<file path="src/rtl/p2t_pkg.sv">
// shared types, codes and constants of the primitive assembly block
`default_nettype none

package p2t_pkg;

   localparam int ID_BITS_DEFAULT = 16;
   localparam int OUT_ID_BITS     = 16;
   localparam int COUNT_BITS      = 24;
   localparam logic [COUNT_BITS-1:0] COUNT_MAX = {COUNT_BITS{1'b1}};
   localparam int QUEUE_DEPTH     = 4;

   // input mode codes
   localparam logic [1:0] MODE_BEGIN_POLY = 2'd0;
   localparam logic [1:0] MODE_BEGIN_PRIM = 2'd1;
   localparam logic [1:0] MODE_VERTEX     = 2'd2;
   localparam logic [1:0] MODE_END_PRIM   = 2'd3;

   // primitive kind codes
   localparam logic [2:0] PRIM_LIST  = 3'd0;
   localparam logic [2:0] PRIM_STRIP = 3'd1;
   localparam logic [2:0] PRIM_FAN   = 3'd2;
   localparam logic [2:0] PRIM_LOOP  = 3'd3;

   // result kind codes
   localparam logic [1:0] KIND_TRIANGLE    = 2'd0;
   localparam logic [1:0] KIND_LOOP_VERTEX = 2'd1;
   localparam logic [1:0] KIND_LOOP_END    = 2'd2;

   typedef enum logic [1:0] {
      OP_BEGIN_POLY,
      OP_BEGIN_PRIM,
      OP_VERTEX,
      OP_END_PRIM
   } op_type;

   typedef enum logic [2:0] {
      CLS_LIST,
      CLS_STRIP,
      CLS_FAN,
      CLS_LOOP,
      CLS_UNKNOWN
   } cls_type;

   typedef struct packed {
      op_type  op;
      cls_type cls;
   } cmd_type;

   typedef struct packed {
      logic [1:0]  mode;
      logic [2:0]  prim_kind;
      logic [15:0] vtx_id;
   } req_type;

   typedef struct packed {
      logic [1:0]            kind;
      logic [OUT_ID_BITS-1:0] id_a;
      logic [OUT_ID_BITS-1:0] id_b;
      logic [OUT_ID_BITS-1:0] id_c;
      logic [COUNT_BITS-1:0]  element_index;
   } rsp_type;

endpackage

`default_nettype wire

</file>
<file path="src/rtl/p2t_front.sv">
// front end: decodes an input beat into a command and a sized vertex id
`default_nettype none

module p2t_front #(
   parameter int ID_BITS = p2t_pkg::ID_BITS_DEFAULT
) (
   input  p2t_pkg::req_type   req_data,
   output p2t_pkg::cmd_type   cmd,
   output logic [ID_BITS-1:0] id
);

   always_comb begin
      unique case (req_data.mode)
         p2t_pkg::MODE_BEGIN_POLY: cmd.op = p2t_pkg::OP_BEGIN_POLY;
         p2t_pkg::MODE_BEGIN_PRIM: cmd.op = p2t_pkg::OP_BEGIN_PRIM;
         p2t_pkg::MODE_VERTEX:     cmd.op = p2t_pkg::OP_VERTEX;
         default:                  cmd.op = p2t_pkg::OP_END_PRIM;
      endcase

      unique case (req_data.prim_kind)
         p2t_pkg::PRIM_LIST:  cmd.cls = p2t_pkg::CLS_LIST;
         p2t_pkg::PRIM_STRIP: cmd.cls = p2t_pkg::CLS_STRIP;
         p2t_pkg::PRIM_FAN:   cmd.cls = p2t_pkg::CLS_FAN;
         p2t_pkg::PRIM_LOOP:  cmd.cls = p2t_pkg::CLS_LOOP;
         default:             cmd.cls = p2t_pkg::CLS_UNKNOWN;
      endcase
   end

   assign id = ID_BITS'(req_data.vtx_id);

endmodule

`default_nettype wire

</file>
<file path="src/rtl/p2t_queue.sv">
// small register queue between the front and back ends
`default_nettype none

module p2t_queue #(
   parameter int WIDTH = 8
) (
   input  logic             clock,
   input  logic             reset,
   input  logic             in_valid,
   output logic             in_ready,
   input  logic [WIDTH-1:0] in_data,
   output logic             out_valid,
   input  logic             out_ready,
   output logic [WIDTH-1:0] out_data
);

   localparam int DEPTH    = p2t_pkg::QUEUE_DEPTH;
   localparam int PTR_BITS = (DEPTH > 1) ? $clog2(DEPTH) : 1;
   localparam int CNT_BITS = $clog2(DEPTH + 1);
   localparam logic [PTR_BITS-1:0] LAST_PTR = PTR_BITS'(DEPTH - 1);
   localparam logic [CNT_BITS-1:0] FULL_CNT = CNT_BITS'(DEPTH);

   logic [WIDTH-1:0]    mem_ff [DEPTH];
   logic [PTR_BITS-1:0] wr_ptr_ff, wr_ptr_in;
   logic [PTR_BITS-1:0] rd_ptr_ff, rd_ptr_in;
   logic [CNT_BITS-1:0] count_ff, count_in;
   logic                push, pop;

   assign in_ready  = (count_ff != FULL_CNT);
   assign out_valid = (count_ff != '0);
   assign out_data  = mem_ff[rd_ptr_ff];
   assign push      = in_valid && in_ready;
   assign pop       = out_valid && out_ready;

   always_comb begin
      wr_ptr_in = wr_ptr_ff;
      rd_ptr_in = rd_ptr_ff;
      count_in  = count_ff;
      if (push) begin
         wr_ptr_in = (wr_ptr_ff == LAST_PTR) ? '0 : wr_ptr_ff + 1'b1;
      end
      if (pop) begin
         rd_ptr_in = (rd_ptr_ff == LAST_PTR) ? '0 : rd_ptr_ff + 1'b1;
      end
      if (push && !pop) begin
         count_in = count_ff + 1'b1;
      end else if (pop && !push) begin
         count_in = count_ff - 1'b1;
      end
   end

   always_ff @(posedge clock) begin
      if (reset) begin
         wr_ptr_ff <= '0;
         rd_ptr_ff <= '0;
         count_ff  <= '0;
      end else begin
         wr_ptr_ff <= wr_ptr_in;
         rd_ptr_ff <= rd_ptr_in;
         count_ff  <= count_in;
      end
   end

   always_ff @(posedge clock) begin
      if (push) begin
         mem_ff[wr_ptr_ff] <= in_data;
      end
   end

endmodule

`default_nettype wire

</file>
<file path="src/rtl/p2t_back.sv">
// back end: primitive state, triangle assembly and the result register
`default_nettype none

module p2t_back #(
   parameter int ID_BITS = p2t_pkg::ID_BITS_DEFAULT
) (
   input  logic               clock,
   input  logic               reset,
   input  logic               cmd_valid,
   output logic               cmd_ready,
   input  p2t_pkg::cmd_type   cmd,
   input  logic [ID_BITS-1:0] id,
   output logic               rsp_valid,
   input  logic               rsp_ready,
   output p2t_pkg::rsp_type   rsp_data
);

   localparam int WIDE_BITS = ID_BITS + p2t_pkg::OUT_ID_BITS;

   p2t_pkg::cls_type                 cls_ff, cls_in;
   logic [ID_BITS-1:0]               first_ff, first_in;
   logic [ID_BITS-1:0]               older_ff, older_in;
   logic [ID_BITS-1:0]               newer_ff, newer_in;
   logic [1:0]                       seen_ff, seen_in;
   logic [1:0]                       phase_ff, phase_in;
   logic                             parity_ff, parity_in;
   logic [p2t_pkg::COUNT_BITS-1:0]   count_ff, count_in;
   logic                             rsp_valid_ff, rsp_valid_in;
   p2t_pkg::rsp_type                 rsp_ff, rsp_in;

   logic                             pop;
   logic                             tri_try, tri_ok;
   logic                             loop_vtx, loop_end, take;
   logic [ID_BITS-1:0]               tri_a, tri_b, tri_c;

   function automatic logic [p2t_pkg::OUT_ID_BITS-1:0] out_id(input logic [ID_BITS-1:0] v);
      logic [WIDE_BITS-1:0] wide;
      wide = WIDE_BITS'(v);
      return wide[p2t_pkg::OUT_ID_BITS-1:0];
   endfunction

   assign cmd_ready = !rsp_valid_ff || rsp_ready;
   assign pop       = cmd_valid && cmd_ready;

   // per-command state update
   always_comb begin
      cls_in    = cls_ff;
      first_in  = first_ff;
      older_in  = older_ff;
      newer_in  = newer_ff;
      seen_in   = seen_ff;
      phase_in  = phase_ff;
      parity_in = parity_ff;
      tri_try   = 1'b0;
      tri_a     = older_ff;
      tri_b     = newer_ff;
      tri_c     = id;
      loop_vtx  = 1'b0;
      loop_end  = 1'b0;

      unique case (cmd.op)
         p2t_pkg::OP_BEGIN_POLY: begin
         end
         p2t_pkg::OP_BEGIN_PRIM: begin
            cls_in    = cmd.cls;
            seen_in   = '0;
            phase_in  = '0;
            parity_in = 1'b0;
         end
         p2t_pkg::OP_END_PRIM: begin
            loop_end = (cls_ff == p2t_pkg::CLS_LOOP);
         end
         default: begin
            unique case (cls_ff)
               p2t_pkg::CLS_LIST: begin
                  if (phase_ff == 2'd0) begin
                     older_in = id;
                     phase_in = 2'd1;
                  end else if (phase_ff == 2'd1) begin
                     newer_in = id;
                     phase_in = 2'd2;
                  end else begin
                     tri_try  = 1'b1;
                     phase_in = 2'd0;
                  end
               end
               p2t_pkg::CLS_STRIP: begin
                  if (seen_ff >= 2'd2) begin
                     tri_try   = 1'b1;
                     tri_a     = parity_ff ? newer_ff : older_ff;
                     tri_b     = parity_ff ? older_ff : newer_ff;
                     parity_in = !parity_ff;
                  end else begin
                     seen_in = seen_ff + 1'b1;
                  end
                  older_in = newer_ff;
                  newer_in = id;
               end
               p2t_pkg::CLS_FAN: begin
                  if (seen_ff == 2'd0) begin
                     first_in = id;
                     seen_in  = 2'd1;
                  end else if (seen_ff == 2'd1) begin
                     seen_in = 2'd2;
                  end else begin
                     tri_try = 1'b1;
                     tri_a   = first_ff;
                  end
                  older_in = newer_ff;
                  newer_in = id;
               end
               p2t_pkg::CLS_LOOP: begin
                  loop_vtx = 1'b1;
               end
               default: begin
               end
            endcase
         end
      endcase
   end

   // result formation and element counting
   always_comb begin
      tri_ok = tri_try && (tri_a != tri_b) && (tri_b != tri_c) && (tri_a != tri_c);
      take   = tri_ok || loop_end;

      if (cmd.op == p2t_pkg::OP_BEGIN_POLY) begin
         count_in = '0;
      end else if (take && (count_ff != p2t_pkg::COUNT_MAX)) begin
         count_in = count_ff + 1'b1;
      end else begin
         count_in = count_ff;
      end

      rsp_in               = '0;
      rsp_in.element_index = count_ff;
      if (tri_ok) begin
         rsp_in.kind = p2t_pkg::KIND_TRIANGLE;
         rsp_in.id_a = out_id(tri_a);
         rsp_in.id_b = out_id(tri_b);
         rsp_in.id_c = out_id(tri_c);
      end else if (loop_vtx) begin
         rsp_in.kind = p2t_pkg::KIND_LOOP_VERTEX;
         rsp_in.id_a = out_id(id);
      end else begin
         rsp_in.kind = p2t_pkg::KIND_LOOP_END;
      end

      if (pop) begin
         rsp_valid_in = tri_ok || loop_vtx || loop_end;
      end else if (rsp_ready) begin
         rsp_valid_in = 1'b0;
      end else begin
         rsp_valid_in = rsp_valid_ff;
      end
   end

   always_ff @(posedge clock) begin
      if (reset) begin
         cls_ff       <= p2t_pkg::CLS_LIST;
         first_ff     <= '0;
         older_ff     <= '0;
         newer_ff     <= '0;
         seen_ff      <= '0;
         phase_ff     <= '0;
         parity_ff    <= 1'b0;
         count_ff     <= '0;
         rsp_valid_ff <= 1'b0;
      end else begin
         rsp_valid_ff <= rsp_valid_in;
         if (pop) begin
            cls_ff    <= cls_in;
            first_ff  <= first_in;
            older_ff  <= older_in;
            newer_ff  <= newer_in;
            seen_ff   <= seen_in;
            phase_ff  <= phase_in;
            parity_ff <= parity_in;
            count_ff  <= count_in;
         end
      end
   end

   always_ff @(posedge clock) begin
      if (pop) begin
         rsp_ff <= rsp_in;
      end
   end

   assign rsp_valid = rsp_valid_ff;
   assign rsp_data  = rsp_ff;

endmodule

`default_nettype wire

</file>
<file path="src/rtl/primitive_to_triangle_list_top.sv">
// top level of the primitive assembly block: front decode, queue, back end
`default_nettype none

// Turns a stream of polygon/primitive/vertex events into triangles and
// line-loop elements. One beat is taken per cycle while the queue is not
// full, and each beat makes at most one result; the back end updates its
// primitive state on each command it takes, so the sustained rate is one
// beat per clock while the result side does not stall. A result passes
// through the four-entry command queue and then the result register; while
// the result side stalls, the queue keeps taking beats until it holds four.

module primitive_to_triangle_list_top #(
   parameter int ID_BITS = p2t_pkg::ID_BITS_DEFAULT
) (
   input  logic             clock,
   input  logic             reset,
   input  logic             req_valid,
   output logic             req_ready,
   input  p2t_pkg::req_type req_data,
   output logic             rsp_valid,
   input  logic             rsp_ready,
   output p2t_pkg::rsp_type rsp_data
);

   localparam int CMD_BITS = $bits(p2t_pkg::cmd_type);
   localparam int Q_WIDTH  = CMD_BITS + ID_BITS;

   p2t_pkg::cmd_type   front_cmd, back_cmd;
   logic [ID_BITS-1:0] front_id, back_id;
   logic [Q_WIDTH-1:0] q_in_data, q_out_data;
   logic               q_out_valid, q_out_ready;

   p2t_front #(
      .ID_BITS (ID_BITS)
   ) u_front (
      .req_data (req_data),
      .cmd      (front_cmd),
      .id       (front_id)
   );

   assign q_in_data = {front_cmd, front_id};

   p2t_queue #(
      .WIDTH (Q_WIDTH)
   ) u_queue (
      .clock     (clock),
      .reset     (reset),
      .in_valid  (req_valid),
      .in_ready  (req_ready),
      .in_data   (q_in_data),
      .out_valid (q_out_valid),
      .out_ready (q_out_ready),
      .out_data  (q_out_data)
   );

   assign back_cmd = p2t_pkg::cmd_type'(q_out_data[Q_WIDTH-1:ID_BITS]);
   assign back_id  = q_out_data[ID_BITS-1:0];

   p2t_back #(
      .ID_BITS (ID_BITS)
   ) u_back (
      .clock     (clock),
      .reset     (reset),
      .cmd_valid (q_out_valid),
      .cmd_ready (q_out_ready),
      .cmd       (back_cmd),
      .id        (back_id),
      .rsp_valid (rsp_valid),
      .rsp_ready (rsp_ready),
      .rsp_data  (rsp_data)
   );

endmodule

`default_nettype wire

</file>
<file path="config.mk">
export PLATFORM = sky130hd
export DESIGN_NAME = primitive_to_triangle_list_top
export DESIGN_NICKNAME = d
export VERILOG_FILES = /design/src/rtl/p2t_pkg.sv /design/src/rtl/p2t_front.sv /design/src/rtl/p2t_queue.sv /design/src/rtl/p2t_back.sv /design/src/rtl/primitive_to_triangle_list_top.sv
export SDC_FILE = /design/constraint.sdc
export NUM_CORES = 1
export LEC_CHECK = 0
export ABC_AREA = 1
export BUFFER_PORTS_ARGS = -buffer_cell sky130_fd_sc_hd__clkbuf_2
export CAP_MARGIN = 20
export CORE_ASPECT_RATIO = 0.5
export CORE_MARGIN = 3
export CORE_UTILIZATION = 60
export DETAILED_ROUTE_END_ITERATION = 16
export PLACE_DENSITY = 0.8
export SYNTH_ARGS = -nofsm -noshare
export SYNTH_HDL_FRONTEND = slang
export SYNTH_HIERARCHICAL = 1
export SYNTH_SLANG_ARGS = --single-unit
</file>
<file path="constraint.sdc">
create_clock -name clock -period 4.3 [get_ports clock]
set_clock_uncertainty 0.2 [all_clocks]
set_input_delay 0.215 -clock clock [delete_from_list [all_inputs] [get_ports clock]]
set_output_delay 0.215 -clock clock [all_outputs]
set_load 0.02 [all_outputs]
</file>
# --- Yosys cells after proc, flatten, opt, wreduce, memory -nomap -nowiden ---
# Memories as Yosys holds them, arrays and structs flattened. A register that Yosys moved wholly into a read port is not among the register bits.
# Index checks and enable logic that the tools add are counted.
word_totals:
  mem_bits_rw: 84
  elab_cells: 147
  memories: 1
  ff_bits: 162
mem_list:
  columns: ["name", "words", "word_bits", "read_ports", "rd_clocked_by_memory_dff", "wr", "line_no", "text"]
  rows:
  - ["u_queue.mem_ff", 4, 21, 1, 1, 1, "p2t_queue.sv:23", "logic [WIDTH-1:0] mem_ff [DEPTH];"]
op_classes:
  mux: 54
  n_addsub: 6
  bitwise_logic: 2
  n_lt_le_gt_ge: 1
  n_eq_ne: 24
  n_reduce_logical: 42
ops:
  columns: ["operator", "count"]
  rows:
  - ["$mux W16", 14]
  - ["$pmux W16 S2", 3]
  - ["$mux W24", 2]
  - ["$ne A16 B16 Y1", 3]
  - ["$add A24 B1 Y24 const B", 1]
  - ["$ne A24 B24 Y1 const B", 1]
  - ["$mux W2", 11]
  - ["$mux W1", 15]
  - ["$reduce_bool A2 Y1", 7]
  - ["$eq A3 B2 Y1 const B", 4]
  - ["$pmux W2 S2", 3]
  - ["$pmux W3 S4", 1]
  - ["$reduce_and A4 Y1", 3]
  - ["$reduce_and A5 Y1", 2]
  - ["$eq A2 B1 Y1 const B", 4]
  - ["$eq A2 B2 Y1 const B", 4]
  - ["$logic_and A1 B1 Y1", 8]
  - ["$logic_not A2 Y1", 4]
  - ["$add A2 B1 Y2 const B", 3]
  - ["$eq A3 B1 Y1 const B", 2]
  - ["$logic_not A3 Y1", 2]
  - ["$mux W3", 2]
  - ["$ne A3 B3 Y1 const B", 2]
  - ["$pmux W2 S3", 1]
  - ["16 further kinds", 27]

# --- Logic depth before layout (Yosys ltp) ---
logic_depth:
  word_depth: 13
  depth_mapped: 27

# --- By module ---
# The synthesis kept the hierarchy.
by_module_without_submodules:
  columns: ["module", "instances", "cells_per_inst", "area_per_inst_um2", "seq_area_each_um2"]
  rows:
  - ["p2t_back", 1, 1144, 8373.0, 3843.7]
  - ["p2t_queue", 1, 273, 3674.8, 2702.6]
  - ["p2t_front", 1, 23, 146.4, 0.0]

# --- Worst setup path after synthesis ---
# No wires, ideal clock.
synth_path:
  kind: "register to register"
  start: "register u_queue.count_ff[0]"
  end: "register u_back/count_ff[10] in the netlist's numbering"
  period_less_slack_ns: 3.358
  n_path_buf: 1
  t_arrival_ns: 3.087
  path_stages_with_launch: 12
  setup_slack_ns: 0.942
  path_cell_list: "dfxtp_1 -> nor2_2 -> nand2_2 -> nand2_1 -> inv_1 -> o21ai_0 -> inv_1 -> nand2_4 -> nand2_2 -> buf_4 -> nand2_1 -> a21oi_1"
synth_between:
  elab_chain_cells: 3
synth_rtl:
  columns: ["item", "line_no", "text"]
  rows:
  - ["start: declaration", "p2t_queue.sv:26", "logic [CNT_BITS-1:0] count_ff, count_in;"]
  - ["start signal: assignment", "p2t_queue.sv:60", "count_ff <= count_in;"]
  - ["$reduce_bool A3 Y1", "p2t_queue.sv:30", "assign out_valid = (count_ff != '0);"]
  - ["named net q_out_valid", "primitive_to_triangle_list_top.sv:31", "logic q_out_valid, q_out_ready;"]
  - ["$logic_and A1 B1 Y1", "p2t_back.sv:43", "assign pop = cmd_valid && cmd_ready;"]
  - ["named net u_back.pop", "p2t_back.sv:31", "logic pop;"]
  - ["$reduce_and A2 Y1 (no source line)", null, null]
  - ["end signal: assignment", "p2t_back.sv:179", "count_ff <= count_in;"]
  - ["end: declaration", "p2t_back.sv:27", "logic [p2t_pkg::COUNT_BITS-1:0] count_ff, count_in;"]
# The timed path passes the listed nets, and every way through them passes these cells.
# A chain may end at the register's enable or synchronous reset.

==> impl_results.md <==
- Final antenna-violating net count: 0
- Worst slew margin: 0.388
- Die area: around 0.022 mm2
- Final Max Tran Viols: 0
- Die Wd: slightly above 200 um
- Status: finished, final reports clean
- Overflow after GRT: 0
- PortBufs: 100
- RSZ-0062 raised after global routing: false
- DR vias: between 10000 and 15000
- Tmin final: ~4000 ps
- Synth Cell Area: ~0.012 mm2
- CTS Buf Count: 23
- Worst Hold Slack: roughly 83 ps
- Syn avg cell area: 8.47 um2
- Layout cells sized above 1: 0.129
- Slew of the pin with the lowest slew margin: between 900 and 1000 ps
- CORE AREA: between 0.015 and 0.02 mm2
- Initial antenna violation count: 0
- Area grow syn2layout: 13.3%
- Number of synthesized flops with an enable pin: 158
- Setup CP Type: flip-flop to flip-flop
- Syn. warnings: 6
- Area contributors post-synth: edfxtp_1 39%, dfxtp_1 15%, nand2_1 10%, nand3_1 6.5%, nor2_1 5.6%
- Initial core utilization: 0.620
- DRT Pass-1 Iters: 6
- Clk root buf: clkbuf_16
- Total power: approximately 10 mW
- Die Y: between 100 and 150 um
- Final hold vios: 0
- Final setup TNS: 0 ps
- WP data required: between 4000 and 5000 ps
- #FFs+latches synth: between 200 and 250
- Post-synth top area share: 0.389
- Largest net degree at the start of global routing: 45
- Clk sinks: 248
- Remaining DRCs: 0
- Tot GR Track Use: 0.303
- Placed insts: around 1800
- Commonest cells post-synth: 326 x nand2_1, 182 x nor2_1, 159 x nand3_1
- Post-detail-place hpwl: 23.0 mm
- Min-delay worst type: input port to flip-flop
- CP arrival: between 4000 and 5000 ps
- P per Cell Area: 741 mW/mm2
- Critical Path Source Type: flip-flop
- Yosys cell types: 36
- Max-Cap Viols: 0
- Global-route wire length before repair: approximately 54 mm
- Final setup violating endpoints: 0
- Largest area contributor in the netlist: edfxtp_1
- Layout net count: 1586
- Deepest clock path buffer count: 3
- TritonCTS clock tree: built
- CP max FO: 23
- Max IR drop VDD: around 0.36 mV
- Syn Nets: ~1500
- DRT iter0 DRCs: between 1000 and 1500
- Fmax: between 200 and 250 MHz
- Clk pin slew, worst setup/hold paths: ~70 ps
- Rows: 36
- H-tree depth: 1
- Gp weighted congestion: 0.959
- Crit. End Element: flip-flop
- LEAKAGE: 5.73 nW
- DR vias/cell: between 5 and 6
- N_diodes: 0
- Most used standard cell by instance count after synthesis: nand2_1
- Main synth FF type: edfxtp_1
- Final cycle utilization of the critical path: 0.937
- Worst-skew pair later-pin latency: around 530 ps
- Routed WL per cell: roughly 18 um
- Fill cells: about 1500
- Ys async rst share: 0
- Post-synthesis sequential area ratio: 0.537
- Post-Route WL: 33.7 mm
- Vias in the first global route: slightly below 10000
- Final core utilization: 0.702
- Non-filler cells, final: about 1800
- Cells after Synth: 1440
- IO Pins: slightly above 100
==> metal layers <==
layer  wire length [um]  vias to the layer above  GRT usage
li1                   -                     5039          -
met1              14900                     4963      0.449
met2              14400                      626      0.456
met3               3810                       61     0.0757
met4                586                        0     0.0663
met5                  0                        -          0
==> power breakdown <==
part / internal [mW] / total [mW] / switching [mW]
Clock: 1.03 / 1.90 / 0.877
Sequential: 3.26 / 3.54 / 0.272
Combinational: 1.35 / 4.80 / 3.45
Total: 5.64 / 10.2 / 4.60
==> through the flow <==
stage | worst slack (ps) | area (um2)
6_report | 269 | 13800
5_1_grt | 13.0 | 13800
4_1_cts | 144 | 13800
3_5_place_dp | 216 | 12900
3_3_place_gp | 363 | 12900
2_1_floorplan | 942 | 12200
==> final cells by class <==
class | count | area, um2 | area share
Tap cell | 266 | 333 | 0.0241
Clock inverter | 12 | 67.6 | 0.00489
Inverter | 138 | 529 | 0.0383
Multi-Input combinational cell | 972 | 4660 | 0.338
Timing Repair Buffer | 163 | 1050 | 0.0763
Clock buffer | 30 | 622 | 0.0450
Sequential cell | 248 | 6550 | 0.474
==> final timing paths <==
kind | cells after the start | slack (ps) | end | start
max | 22 | 270 | u_back/count_ff[8] | flip-flop
min | 3 | 80 | u_queue/count_ff[0] | reset
max reg2reg | 22 | 270 | u_back/count_ff[8] | flip-flop
min reg2reg | 0 | 300 | u_back/rsp_data[5] | u_back/count_ff[5]
==> repair_timing <==
item / in CTS / in global routing
hold endpoints to repair: 89 / 0
setup buffers: 0 / 0
setup endpoints to repair: 0 / 42
gates resized for setup: 0 / 6
hold buffers: 23 / 0
==> registers in the layout, indices dropped and copies added, names as in the netlist, 3 cells and up, named ones only <==
signal            flops
u_queue/mem_ff       84
u_back/rsp_data      74
u_back/count_ff      24
u_back/first_ff      16
u_back/newer_ff      16
u_back/older_ff      16
u_back/cls_ff         3
u_queue/count_ff      3
==> kinds of logic (layout without fill, tap and decap cells) <==
group | Yosys count | in the layout | share of synthesized area
AND/OR/NAND/NOR | 709 | 709 | 0.245
flip-flops | 248 | 248 | 0.537
AO/OA/AOI/OAI | 230 | 230 | 0.108
buffers and inverters | 220 | 343 | 0.0817
XOR/XNOR | 18 | 18 | 0.0129
adder cells (fa/ha/maj) | 15 | 15 | 0.0160
==> cells in the final DEF, fill, tap and decap left out, drive strengths merged <==
cell type / count
nor3: 10
a211oi: 35
nand3: 162
clkinv: 9
nor3b: 1
o21ai: 86
inv: 138
clkinvlp: 3
clkbuf: 130
o22ai: 38
dfxtp: 90
edfxtp: 158
xor2: 16
buf: 40
nand3b: 2
a31oi: 1
fa: 1
nor4: 3
nand4: 11
nor2: 187
ha: 14
nand2: 333
xnor2: 2
o211ai: 2
dlygate4sd3: 23
a21oi: 68
==> critical path, cell delays in order, from the launching register on <==
cell,delay (ps)
dfxtp_2,430
buf_4,290
nor2_1,80
o22ai_1,250
inv_1,130
ha_1,290
inv_1,160
a21oi_4,70
buf_4,220
nand3_1,150
nand2_1,170
nand2_1,100
nand2_1,90
nor2_1,120
nand2_1,80
nor2_1,120
nand2_1,80
nand3_2,90
nand2_2,110
nand2_4,170
buf_4,230
nand3_1,110
a21oi_1,170
(Power assumes the default switching activity.)
